===== config.mk =====
export PLATFORM = sky130hd
export DESIGN_NAME = integer_to_custom_radix_text
export DESIGN_NICKNAME = d
export VERILOG_FILES = /design/src/design/itcrt_pkg.sv /design/src/design/integer_to_custom_radix_text.sv /design/src/design/itcrt_dp.sv /design/src/design/itcrt_ctrl.sv
export VERILOG_INCLUDE_DIRS = /design/src /design/src/design
export SDC_FILE = /design/constraint.sdc
export NUM_CORES = 2
export LEC_CHECK = 0
export BUFFER_PORTS_ARGS = -buffer_cell sky130_fd_sc_hd__buf_2
export CAP_MARGIN = 30
export CORE_ASPECT_RATIO = 0.8
export CORE_MARGIN = 5
export CORE_UTILIZATION = 40
export CTS_CLUSTER_DIAMETER = 60
export DETAILED_ROUTE_END_ITERATION = 7
export GPL_ROUTABILITY_DRIVEN = 0
export SETUP_SLACK_MARGIN = 0.02
export SLEW_MARGIN = 15
export SYNTH_ARGS = -nofsm -noshare
export SYNTH_HDL_FRONTEND = slang
export SYNTH_HIERARCHICAL = 1
export SYNTH_SLANG_ARGS = --single-unit

===== constraint.sdc =====
create_clock -name clock -period 44.2 [get_ports clock]
set_input_delay 8.84 -clock clock [delete_from_list [all_inputs] [get_ports clock]]
set_output_delay 8.84 -clock clock [all_outputs]
set_load 0.02 [all_outputs]

===== src/design/assert_macros.svh =====
// ---------------------------------------------------------------------------
// assert_macros.svh
// Assertion helpers shared by the RTL files; empty when NO_ASSERTIONS is set.
// ---------------------------------------------------------------------------
`ifndef ASSERT_MACROS_SVH
`define ASSERT_MACROS_SVH

`ifndef NO_ASSERTIONS
// Same-cycle implication, disabled while reset is high
`define ASSERT_IMPL(lbl, clk, rst, ante, cons, msg) \
   lbl: assert property (@(posedge clk) disable iff (rst) (ante) |-> (cons)) \
      else $error(msg);
// Next-cycle implication, disabled while reset is high
`define ASSERT_NEXT(lbl, clk, rst, ante, cons, msg) \
   lbl: assert property (@(posedge clk) disable iff (rst) (ante) |=> (cons)) \
      else $error(msg);
`else
`define ASSERT_IMPL(lbl, clk, rst, ante, cons, msg)
`define ASSERT_NEXT(lbl, clk, rst, ante, cons, msg)
`endif

`endif


===== src/design/itcrt_pkg.sv =====
// ---------------------------------------------------------------------------
// itcrt_pkg
// Shared types and constants for the integer to radix text converter.
// ---------------------------------------------------------------------------
package itcrt_pkg;

   // Alphabet limits
   localparam int MAX_RADIX    = 32;
   localparam int CHAR_SLOTS   = 32;
   localparam int DIGIT_SLOTS  = 32;
   localparam int DIV_BITS     = 8;                 // quotient bits per cycle
   localparam int DIV_STEPS    = 32 / DIV_BITS;     // division slices per digit

   // Register indexes of the configuration port
   localparam logic [2:0] CSR_CHARS_A = 3'd0;
   localparam logic [2:0] CSR_CHARS_B = 3'd1;
   localparam logic [2:0] CSR_CHARS_C = 3'd2;
   localparam logic [2:0] CSR_CHARS_D = 3'd3;
   localparam logic [2:0] CSR_RADIX   = 3'd4;

   // Character codes
   localparam logic [7:0] CH_PLUS     = 8'h2B;
   localparam logic [7:0] CH_MINUS    = 8'h2D;
   localparam logic [7:0] CH_PERCENT  = 8'h25;
   localparam logic [7:0] CH_SLASH    = 8'h2F;
   localparam logic [7:0] CH_STAR     = 8'h2A;
   localparam logic [7:0] CH_EQUAL    = 8'h3D;
   localparam logic [7:0] CH_COMMA    = 8'h2C;
   localparam logic [7:0] CH_DOT      = 8'h2E;
   localparam logic [7:0] CH_MIN      = 8'd33;
   localparam logic [7:0] CH_MAX      = 8'd126;
   localparam logic [7:0] CH_NONE     = 8'h00;

   // Controller to datapath commands
   typedef struct packed {
      logic load;        // capture the input and start a check
      logic val_step;    // check one alphabet character
      logic div_step;    // run one slice of the division
      logic emit_sign;   // send the minus sign
      logic emit_digit;  // send the next stored digit
      logic emit_error;  // send the bad alphabet result
   } cmd_type;

   // Datapath to controller status
   typedef struct packed {
      logic bad;         // alphabet found invalid so far
      logic val_last;    // checking the final alphabet character
      logic div_last;    // final slice of the current division
      logic quot_zero;   // quotient of the current division is zero
      logic neg;         // input was negative
      logic digit_last;  // one stored digit left
   } stat_type;

endpackage


===== src/design/integer_to_custom_radix_text.sv =====
// ---------------------------------------------------------------------------
// integer_to_custom_radix_text
// Writes a signed 32-bit integer as text in a radix set by a configured
// alphabet; an invalid alphabet gives a single error result.
// ---------------------------------------------------------------------------
// Busy while an item is checked, divided and sent; the next item can be taken as soon
//   as busy drops. 8 quotient bits/cycle.
// Invalid alphabet, by a bad length or a bad character: one error result.
// After the first result the rest follow one per cycle; the
//   receiver cannot stall, results are strobes.
// Synchronous reset clears the alphabet registers, the controller and the strobe.
module integer_to_custom_radix_text
   import itcrt_pkg::*;
(
   input  logic               clock,
   input  logic               reset,
   input  logic               start,
   output logic               busy,
   input  logic signed [31:0] req_number,
   output logic               rsp_strobe,
   output logic [7:0]         rsp_character,
   output logic               rsp_bad_alphabet,
   output logic               rsp_last,
   input  logic               csr_we,
   input  logic [2:0]         csr_index,
   input  logic [63:0]        csr_wdata
);

   cmd_type  cmd;
   stat_type stat;

   // Sequence one item at a time
   itcrt_ctrl u_ctrl (
      .clock (clock),
      .reset (reset),
      .start (start),
      .busy  (busy),
      .stat  (stat),
      .cmd   (cmd)
   );

   // Check, divide, store and send
   itcrt_dp u_dp (
      .clock            (clock),
      .reset            (reset),
      .req_number       (req_number),
      .csr_we           (csr_we),
      .csr_index        (csr_index),
      .csr_wdata        (csr_wdata),
      .cmd              (cmd),
      .stat             (stat),
      .rsp_strobe       (rsp_strobe),
      .rsp_character    (rsp_character),
      .rsp_bad_alphabet (rsp_bad_alphabet),
      .rsp_last         (rsp_last)
   );

endmodule


===== src/design/itcrt_dp.sv =====
// ---------------------------------------------------------------------------
// itcrt_dp
// Datapath: alphabet registers, alphabet check, digit division, digit store
// and registered result outputs.
// ---------------------------------------------------------------------------
`include "assert_macros.svh"

module itcrt_dp
   import itcrt_pkg::*;
(
   input  logic               clock,
   input  logic               reset,
   input  logic signed [31:0] req_number,
   input  logic               csr_we,
   input  logic [2:0]         csr_index,
   input  logic [63:0]        csr_wdata,
   input  cmd_type            cmd,
   output stat_type           stat,
   output logic               rsp_strobe,
   output logic [7:0]         rsp_character,
   output logic               rsp_bad_alphabet,
   output logic               rsp_last
);

   logic [3:0][63:0] alpha_ff;
   logic [5:0]       radix_ff;
   logic             neg_ff,     neg_in;
   logic [31:0]      mag_ff,     mag_in;
   logic             bad_ff,     bad_in;
   logic [4:0]       val_idx_ff, val_idx_in;
   logic [4:0]       rem_ff,     rem_in;
   logic [1:0]       step_ff,    step_in;
   logic [5:0]       nd_ff,      nd_in;
   logic [4:0]       digits_ff [DIGIT_SLOTS];
   logic             rsp_strobe_ff, rsp_strobe_in;
   logic [7:0]       rsp_char_ff,   rsp_char_in;
   logic             rsp_bad_ff,    rsp_bad_in;
   logic             rsp_last_ff,   rsp_last_in;

   logic [31:0]      raw;
   logic [7:0]       val_char;
   logic             val_fail;
   logic             dup;
   logic [DIV_BITS-1:0] qbits;
   logic [5:0]       div_rem;
   logic [31:0]      quot_next;
   logic [4:0]       emit_idx;

   function automatic logic [7:0] char_at(input logic [3:0][63:0] a, input logic [4:0] k);
      char_at = a[k[4:3]][{k[2:0], 3'b000} +: 8];
   endfunction

   // Write configuration registers; unused indexes are dropped
   always_ff @(posedge clock) begin
      if (reset) begin
         alpha_ff <= '0;
         radix_ff <= '0;
      end else if (csr_we) begin
         unique case (csr_index) inside
            CSR_CHARS_A, CSR_CHARS_B, CSR_CHARS_C, CSR_CHARS_D: begin
               alpha_ff[csr_index[1:0]] <= csr_wdata;
            end
            CSR_RADIX: begin
               radix_ff <= csr_wdata[5:0];
            end
            default: begin
            end
         endcase
      end
   end

   // Check one alphabet character against range, reserved set and later slots
   always_comb begin
      val_char = char_at(alpha_ff, val_idx_ff);
      dup      = 1'b0;
      for (int j = 0; j < CHAR_SLOTS; j++) begin
         if ((6'(j) > {1'b0, val_idx_ff}) && (6'(j) < radix_ff) &&
             (char_at(alpha_ff, 5'(j)) == val_char)) begin
            dup = 1'b1;
         end
      end
      val_fail = (val_char < CH_MIN) || (val_char > CH_MAX) ||
                 (val_char == CH_PLUS) || (val_char == CH_MINUS) ||
                 (val_char == CH_PERCENT) || (val_char == CH_SLASH) ||
                 (val_char == CH_STAR) || (val_char == CH_EQUAL) ||
                 (val_char == CH_COMMA) || (val_char == CH_DOT) || dup;
   end

   // Long division slice: shift in the top dividend bits, one quotient bit each
   always_comb begin
      div_rem = {1'b0, rem_ff};
      qbits   = '0;
      for (int b = 0; b < DIV_BITS; b++) begin
         div_rem = {div_rem[4:0], mag_ff[31-b]};
         if (div_rem >= radix_ff) begin
            div_rem             = div_rem - radix_ff;
            qbits[DIV_BITS-1-b] = 1'b1;
         end
      end
      quot_next = {mag_ff[31-DIV_BITS:0], qbits};
   end

   assign raw      = unsigned'(req_number);
   assign emit_idx = 5'(nd_ff - 6'd1);

   // Next state of the working registers
   always_comb begin
      neg_in     = neg_ff;
      mag_in     = mag_ff;
      bad_in     = bad_ff;
      val_idx_in = val_idx_ff;
      rem_in     = rem_ff;
      step_in    = step_ff;
      nd_in      = nd_ff;
      if (cmd.load) begin
         neg_in     = raw[31];
         mag_in     = raw[31] ? (32'd0 - raw) : raw;
         bad_in     = (radix_ff < 6'd2) || (radix_ff > 6'(MAX_RADIX)) ||
                      (radix_ff > 6'(CHAR_SLOTS));
         val_idx_in = '0;
         rem_in     = '0;
         step_in    = '0;
         nd_in      = '0;
      end else if (cmd.val_step) begin
         bad_in     = bad_ff | val_fail;
         val_idx_in = val_idx_ff + 5'd1;
      end else if (cmd.div_step) begin
         mag_in  = quot_next;
         step_in = step_ff + 2'd1;
         if (step_ff == 2'(DIV_STEPS - 1)) begin
            rem_in = '0;
            nd_in  = nd_ff + 6'd1;
         end else begin
            rem_in = div_rem[4:0];
         end
      end else if (cmd.emit_digit) begin
         nd_in = nd_ff - 6'd1;
      end
   end

   always_ff @(posedge clock) begin
      neg_ff     <= neg_in;
      mag_ff     <= mag_in;
      bad_ff     <= bad_in;
      val_idx_ff <= val_idx_in;
      rem_ff     <= rem_in;
      step_ff    <= step_in;
      nd_ff      <= nd_in;
   end

   // Store the finished remainder as the next digit, least significant first
   always_ff @(posedge clock) begin
      if (cmd.div_step && (step_ff == 2'(DIV_STEPS - 1))) begin
         digits_ff[nd_ff[4:0]] <= div_rem[4:0];
      end
   end

   // Form the next result
   always_comb begin
      rsp_strobe_in = cmd.emit_sign | cmd.emit_digit | cmd.emit_error;
      rsp_char_in   = CH_NONE;
      rsp_bad_in    = 1'b0;
      rsp_last_in   = 1'b0;
      if (cmd.emit_error) begin
         rsp_bad_in  = 1'b1;
         rsp_last_in = 1'b1;
      end else if (cmd.emit_sign) begin
         rsp_char_in = CH_MINUS;
      end else if (cmd.emit_digit) begin
         rsp_char_in = char_at(alpha_ff, digits_ff[emit_idx]);
         rsp_last_in = (nd_ff == 6'd1);
      end
   end

   always_ff @(posedge clock) begin
      if (reset) begin
         rsp_strobe_ff <= 1'b0;
      end else begin
         rsp_strobe_ff <= rsp_strobe_in;
      end
   end

   always_ff @(posedge clock) begin
      rsp_char_ff <= rsp_char_in;
      rsp_bad_ff  <= rsp_bad_in;
      rsp_last_ff <= rsp_last_in;
   end

   assign stat.bad        = bad_ff;
   assign stat.val_last   = ({1'b0, val_idx_ff} == (radix_ff - 6'd1));
   assign stat.div_last   = (step_ff == 2'(DIV_STEPS - 1));
   assign stat.quot_zero  = (quot_next == 32'd0);
   assign stat.neg        = neg_ff;
   assign stat.digit_last = (nd_ff == 6'd1);

   assign rsp_strobe       = rsp_strobe_ff;
   assign rsp_character    = rsp_char_ff;
   assign rsp_bad_alphabet = rsp_bad_ff;
   assign rsp_last         = rsp_last_ff;

   `ASSERT_IMPL(a_emit_has_digit, clock, reset, cmd.emit_digit, nd_ff != 6'd0, "digit emitted from empty store")
   `ASSERT_IMPL(a_bad_is_last, clock, reset, rsp_strobe_ff && rsp_bad_ff, rsp_last_ff && (rsp_char_ff == CH_NONE), "error result not final")

endmodule


===== src/design/itcrt_ctrl.sv =====
// ---------------------------------------------------------------------------
// itcrt_ctrl
// Controller: sequences the alphabet check, the digit divisions and the
// output of sign and digits for one item at a time.
// ---------------------------------------------------------------------------
`include "assert_macros.svh"

module itcrt_ctrl
   import itcrt_pkg::*;
(
   input  logic     clock,
   input  logic     reset,
   input  logic     start,
   output logic     busy,
   input  stat_type stat,
   output cmd_type  cmd
);

   typedef enum logic [6:0] {
      S_IDLE  = 7'b0000001,
      S_VALID = 7'b0000010,
      S_CHECK = 7'b0000100,
      S_DIV   = 7'b0001000,
      S_SIGN  = 7'b0010000,
      S_EMIT  = 7'b0100000,
      S_ERROR = 7'b1000000
   } state_type;

   state_type state_ff, state_in;

   // Next state and commands
   always_comb begin
      state_in = state_ff;
      cmd      = '0;
      unique case (state_ff)
         S_IDLE: begin
            if (start) begin
               cmd.load = 1'b1;
               state_in = S_VALID;
            end
         end
         S_VALID: begin
            if (stat.bad) begin
               state_in = S_ERROR;
            end else begin
               cmd.val_step = 1'b1;
               if (stat.val_last) begin
                  state_in = S_CHECK;
               end
            end
         end
         S_CHECK: begin
            state_in = stat.bad ? S_ERROR : S_DIV;
         end
         S_DIV: begin
            cmd.div_step = 1'b1;
            if (stat.div_last && stat.quot_zero) begin
               state_in = stat.neg ? S_SIGN : S_EMIT;
            end
         end
         S_SIGN: begin
            cmd.emit_sign = 1'b1;
            state_in      = S_EMIT;
         end
         S_EMIT: begin
            cmd.emit_digit = 1'b1;
            if (stat.digit_last) begin
               state_in = S_IDLE;
            end
         end
         S_ERROR: begin
            cmd.emit_error = 1'b1;
            state_in       = S_IDLE;
         end
         default: begin
            state_in = S_IDLE;
         end
      endcase
   end

   always_ff @(posedge clock) begin
      if (reset) begin
         state_ff <= S_IDLE;
      end else begin
         state_ff <= state_in;
      end
   end

   assign busy = (state_ff != S_IDLE);

   `ASSERT_NEXT(a_start_enters_check, clock, reset, start && !busy, state_ff == S_VALID, "accepted item did not start a check")
   `ASSERT_NEXT(a_div_holds, clock, reset, (state_ff == S_DIV) && !stat.div_last, state_ff == S_DIV, "division left early")

endmodule

## Word level (Yosys, flattened, before mapping)

Memory sizes are Yosys's and may differ from the RTL's.
Index checks and enable logic that the tools add are counted.

- Bits in registers: 332
- RAM bits: 160
- Input port bits: 103
- Output and inout bits: 12
- Word-level logic and storage cells: 355
- Memories: 1

Memories:

| name | depth | bits a word | read ports | clocked after memory_dff | write ports | line | text |
|---|---|---|---|---|---|---|---|
| u_dp.digits_ff | 32 | 5 | 1 | 0 | 1 | itcrt_dp.sv:34 | `logic [4:0] digits_ff [DIGIT_SLOTS];` |

- Add/sub/neg operators: 14
- $lt $le $gt $ge: 78
- Eq/ne operators: 60
- Shift-type cells: 2
- Muxes and demuxes: 87
- Bitwise logic cells: 5
- Reduce and logical (&&, ||, !) cells: 90

Operator list:

| operator | count |
|---|---|
| 64-bit binary-select mux with 2-bit select | 2 |
| 256-bit bitwise mux | 1 |
| 8-bit == test | 31 |
| 64-bit two-way mux | 3 |
| 64-bit demux with 2-bit select | 1 |
| 32-bit two-way mux | 4 |
| 64-bit by 7-bit indexed part select with 8-bit output | 2 |
| 5-bit by 6-bit < comparator with 1-bit output (first input constant) | 16 |
| 5-bit > comparator (first input constant) | 16 |
| 1-bit logical AND | 65 |
| 8-bit by 6-bit == test with 1-bit output (second input constant) | 8 |
| 1-bit two-way mux | 54 |
| 6-bit >= comparator | 8 |
| 4-bit by 6-bit < comparator with 1-bit output (first input constant) | 8 |
| 5-bit two-way mux | 9 |
| 7-bit two-way mux | 6 |
| 7-bit one-hot mux with 6 select lines | 1 |
| 4-bit by 5-bit > comparator with 1-bit output (first input constant) | 8 |
| 5-bit subtractor | 8 |
| 6-bit two-way mux | 6 |
| 32-bit zero test | 1 |
| 1-bit by 32-bit subtractor with 32-bit output (first input constant) | 1 |
| 3-bit by 6-bit < comparator with 1-bit output (first input constant) | 4 |
| 3-bit by 5-bit > comparator with 1-bit output (first input constant) | 4 |
| 41 further kinds | 69 |

## Depth between registers and ports, before layout

- Depth after elaboration: 40
- Gate-level depth with buffers: 69
- Mapped depth without buffers: 65

## By module

Netlist, hierarchy kept.

By module, submodules not included:

| module | times used | cells each | area an instance (µm²) | sequential area each (µm²) |
|---|---|---|---|---|
| itcrt_dp | 1 | 3,153 | 29,225.5 | 11,651.2 |
| itcrt_ctrl | 1 | 57 | 490.5 | 140.1 |

## Least setup slack after synthesis

No wires, ideal clock.

- Kind: reg-to-reg
- Start point: reg u_dp.radix_ff[1]
- End point: mem u_dp.digits_ff[0][0], data pin
- Library setup time: 0.465 ns
- Data arrival time: 14.529 ns
- Required time: 43.735 ns
- Slack: 29.206 ns
- Stages on the path, launching flop included: 61
- Path buffers: 5
- Period minus slack after synthesis: 14.994 ns
- Cell sequence: dfxtp_1 clkbuf_1 inv_1 fa_1 a21oi_1 o211ai_1 a21o_1 a21oi_1 mux2_2 ha_1 nor2b_1 o21ai_0 nand3b_1 a21o_1 a21o_1 clkbuf_1 mux2_2 fa_1 (+25 left out) o21ai_0 and2_1 clkbuf_1 a31oi_1 inv_1 ha_1 nor2b_1 o21ai_0 nand2b_1 a221o_1 a21oi_1 mux2_2 ha_1 and3_1 a31oi_1 o21ai_0 a21oi_1 o21ai_0

- Cells in the longest elaborated chain, start to end: 16
- Elaborated cells on any way between the ends: 23
- Classes of those cells: 7 x add/sub; 8 x order compare; 8 x mux

Ends and longest elaborated chain:

| element | line | text |
|---|---|---|
| from (decl) | itcrt_dp.sv:26 | `logic [5:0] radix_ff;` |
| from (signal assigned) | itcrt_dp.sv:64 | `radix_ff <= csr_wdata[5:0];` |
| 5-bit subtractor / 6-bit >= comparator (equally long branches) | itcrt_dp.sv:96, itcrt_dp.sv:95 |  |
| 5-bit two-way mux | itcrt_dp.sv:95 | `if (div_rem >= radix_ff) begin` |
| 5-bit subtractor / 6-bit >= comparator (equally long branches) | itcrt_dp.sv:96, itcrt_dp.sv:95 |  |
| 5-bit two-way mux | itcrt_dp.sv:95 |  |
| 5-bit subtractor / 6-bit >= comparator (equally long branches) | itcrt_dp.sv:96, itcrt_dp.sv:95 |  |
| 5-bit two-way mux | itcrt_dp.sv:95 |  |
| 5-bit subtractor / 6-bit >= comparator (equally long branches) | itcrt_dp.sv:96, itcrt_dp.sv:95 |  |
| 5-bit two-way mux | itcrt_dp.sv:95 |  |
| 6-bit >= comparator / 5-bit subtractor (equally long branches) | itcrt_dp.sv:95, itcrt_dp.sv:96 |  |
| 5-bit two-way mux | itcrt_dp.sv:95 |  |
| 5-bit subtractor / 6-bit >= comparator (equally long branches) | itcrt_dp.sv:96, itcrt_dp.sv:95 |  |
| 5-bit two-way mux | itcrt_dp.sv:95 |  |
| 5-bit subtractor / 6-bit >= comparator (equally long branches) | itcrt_dp.sv:96, itcrt_dp.sv:95 |  |
| 5-bit two-way mux | itcrt_dp.sv:95 |  |
| 6-bit >= comparator (*) | itcrt_dp.sv:95 |  |
| 5-bit two-way mux (*) | itcrt_dp.sv:95 |  |
| via u_dp.div_rem[0] | itcrt_dp.sv:45 | `logic [5:0] div_rem;` |
| to (decl) | itcrt_dp.sv:34 |  |

The timed path passes the listed nets; every way through them passes the cells marked *.

==> impl_results.md <==
- Place WS: 27.08 ns
- Final worst-path cycle share: 38.3%
- Yosys top cell by area: dfxtp_1
- Post-cts hold buffer count: 0
- RR Endpoint: u_ctrl/state_ff[5]$_SDFFE_PP0P_
- DR vias/cell: 5.80
- First-pass GRT wire length: 150 mm
- Syn_area_per_cell: 9.26 um2
- Gr ovfl total: 0
- Die ar.: 79900 um2
- Critical Path Fanout Max: 15
- Max cap viols: 0
- Final wirelength: 101 mm
- Hold Path End: u_dp/alpha_ff[6]$_SDFFE_PP0P_
- Largest net degree at the start of global routing: 145
- Reg clk slew, reported paths: 0.06 ns
- Final antenna-violating net count: 0
- Status: finished clean
- Synth area leaders: dfxtp_1, edfxtp_1, nand2_1
- Post-synth ARST share: 0%
- P&R area growth vs syn: 10.2%
- RSZ-0062 raised after global routing: false
- Clk_skew: 0.0609 ns
- Main synth FF type: dfxtp_1
- HP Class: reg -> reg
- Max Clock Freq: 59.1 MHz
- Clk root buf: clkbuf_16
- Core area: 73700 um2
- Final Hold Fails: 0
- TritonCTS Buffers: 57
- TritonCTS clock tree: built
- Synth unique cells: 86
- Horiz. Die Dim: 315 um
- Max Buffers Root-to-Sink: 3
- Worst R2R Path Depth: 62
- Yosys warnings: 6
- Via count: 24641
- Mapped Nets: 3382
- Count of mapped cells out of synthesis: 3210
- Initial core utilization: 40.3%
- Setup Viol. Count Final: 0
- Cts repair resizes: 0
- CP Data Arrival Time: 17.47 ns
- Post-synth EDFFs: 194
- Dpl hpwl: 69.3 mm
- Drt first pass iters: 6
- Critical Path Source Type: register
- Core Rows: 89
- Most used cell, CP: o21ai_0
- CTS HTree Levels: 2
- Yosys top cell area share: 20.1%
- Fin crit period: 16.91 ns
- Hold path startpoint: u_dp/alpha_ff[6]$_SDFFE_PP0P_
- Register area share after synthesis: 39.7%
- IO buf count: 114
- Seq cells post-synth: 492
- Worst Path Required: 44.76 ns
- CP Class: reg -> reg
- DRT iter0 DRCs: 3594
- Setup slack, reg-to-reg: 27.29 ns
- Placed Instances: 4135
- # Post-CTS Setup Buffers: 0
- CTS sink count: 492
- Initial antenna violation count: 12
- # DRC: 0
- GRT Total Usage: 24.4%
- DR WL/cell: 23.7 um
- Share of cells above drive strength 1: 13.0%
- IO Count: 115
- Final net count: 3366
- Min Hold Slack: 0.474 ns
- Synthesized area: 29700 um2
- Filler cell count: 7186
- Critical-path top delay cell: a21oi_1
- Top cells by count, synth: nand2_1, a21oi_1, dfxtp_1
- Final Non-Filler Cells: 4248
- Worst skew pair latency: 0.66 ns
- Slew @ Worst Pin: 1.07 ns
- Number of global-route vias before repair: 22564
- Hold Path Stages: 2
- Setup ws final: 27.29 ns
- Die height: 254 um
- Max-slew headroom: 28.6%
- Slew Limit Fails: 0
- Crit-path max cell delay: 0.67 ns
- Top-count cell post-synth: nand2_1
- Worst r2r src: u_dp/radix_ff[1]$_SDFFE_PP0P_
- Crit. End Element: register
- Setup TNS: 0 ns
placed cells by master (no fill, tap or decap), types with 11 or more instances in the layout:
cell type    n
inv_1       51
ha_1        61
o22ai_1     49
nand4_1     39
xor2_1     181
nor4_1      44
a21o_1      16
clkbuf_16   57
nor3_1      43
mux4_2      60
o31ai_1     15
dfxtp_1    295
xnor2_1    129
nand2_1    628
edfxtp_1   194
clkbuf_1    11
mux2i_1    208
nor2b_1     39
nand2b_1    12
nor2_1     144
a211oi_1    30
o21ai_1     28
buf_2      113
o211ai_1    29
buf_4       37
or4_1       13
mux2_2      66
nand3_1     38
a21oi_1    347
o21ai_0     52
logic make-up (layout without fill, tap and decap cells):
group | after synthesis | in the layout | share of synthesized area [%]
DFF | 492 | 492 | 39.7
and+or+nand+nor | 1080 | 1080 | 16.4
AOI/OAI and AO/OA | 639 | 639 | 12.6
other | 0 | 5 | 0
muxes | 337 | 337 | 14.2
adders and majority gates | 69 | 69 | 3.11
buffers and inverters | 281 | 313 | 4.69
xor gates and xnor gates | 312 | 312 | 9.22
worst max path at each step:
stage                                   from                               to  slack (ns)
4_1_cts        u_dp/radix_ff[1]$_SDFFE_PP0P_  u_ctrl/state_ff[5]$_SDFFE_PP0P_       27.04
2_1_floorplan  u_dp/radix_ff[1]$_SDFFE_PP0P_   u_dp/digits_ff[0][0]$_DFFE_PP_       29.21
3_5_place_dp   u_dp/radix_ff[1]$_SDFFE_PP0P_  u_ctrl/state_ff[5]$_SDFFE_PP0P_       27.08
5_1_grt        u_dp/radix_ff[1]$_SDFFE_PP0P_  u_ctrl/state_ff[5]$_SDFFE_PP0P_       26.02
3_3_place_gp   u_dp/radix_ff[1]$_SDFFE_PP0P_  u_ctrl/state_ff[5]$_SDFFE_PP0P_       27.43
6_report       u_dp/radix_ff[1]$_SDFFE_PP0P_  u_ctrl/state_ff[5]$_SDFFE_PP0P_       27.29
worst max-delay path, delay by kind of cell (launching register included):
| family | cells | cell delay (ns) |
|---|---|---|
| AO/OA/AOI/OAI | 32 | 8.23 |
| buffers and inverters | 3 | 0.67 |
| adder cells (fa/ha/maj) | 8 | 3.09 |
| multiplexers | 4 | 1.39 |
| AND/OR/NAND/NOR | 15 | 2.78 |
| flip-flops | 1 | 0.66 |
stage by stage:
stage | util (%) | cell area (um2)
final | 44.4 | 32700
after global routing | 44.4 | 32700
after CTS | 44.4 | 32700
after detailed placement | 41.7 | 30700
after global placement | 41.7 | 30700
after floorplan | - | 29700
registers in the layout (all words and copies together) (netlist names), 5 cells and up:
signal,count
u_dp/alpha_ff,256
u_dp/digits_ff,160
u_dp/mag_ff,32
u_dp/rsp_character,8
u_ctrl/state_ff,7
u_dp/nd_ff,6
u_dp/radix_ff,6
u_dp/rem_ff,5
u_dp/val_idx_ff,5
final cells by class:
cell class | count | area, um2 | share of cell area [%]
antenna | 5 | 12.5 | 0.0382
multi-input combinational | 2437 | 16600 | 50.8
sequential | 492 | 11800 | 36.0
clock inverter | 31 | 385 | 1.18
inverter | 53 | 199 | 0.608
clock buffer | 76 | 1580 | 4.82
timing repair buffer | 153 | 888 | 2.71
tap | 1001 | 1250 | 3.83
per-layer routing:
| layer | up-vias | part of all wire (%) | GRT usage, % | wire length [um] |
|---|---|---|---|---|
| li1 | 11379 | - | - | - |
| met1 | 11909 | 46 | 37.7 | 46600 |
| met2 | 1165 | 40 | 33.1 | 40400 |
| met3 | 186 | 10 | 6.05 | 10600 |
| met4 | 2 | 3.0 | 7.49 | 3050 |
| met5 | - | 0.012 | 0 | 12 |
Power is left out: the tool's default activity adds up to more than one toggle a clock period on the data nets, which glitch-free logic cannot reach.
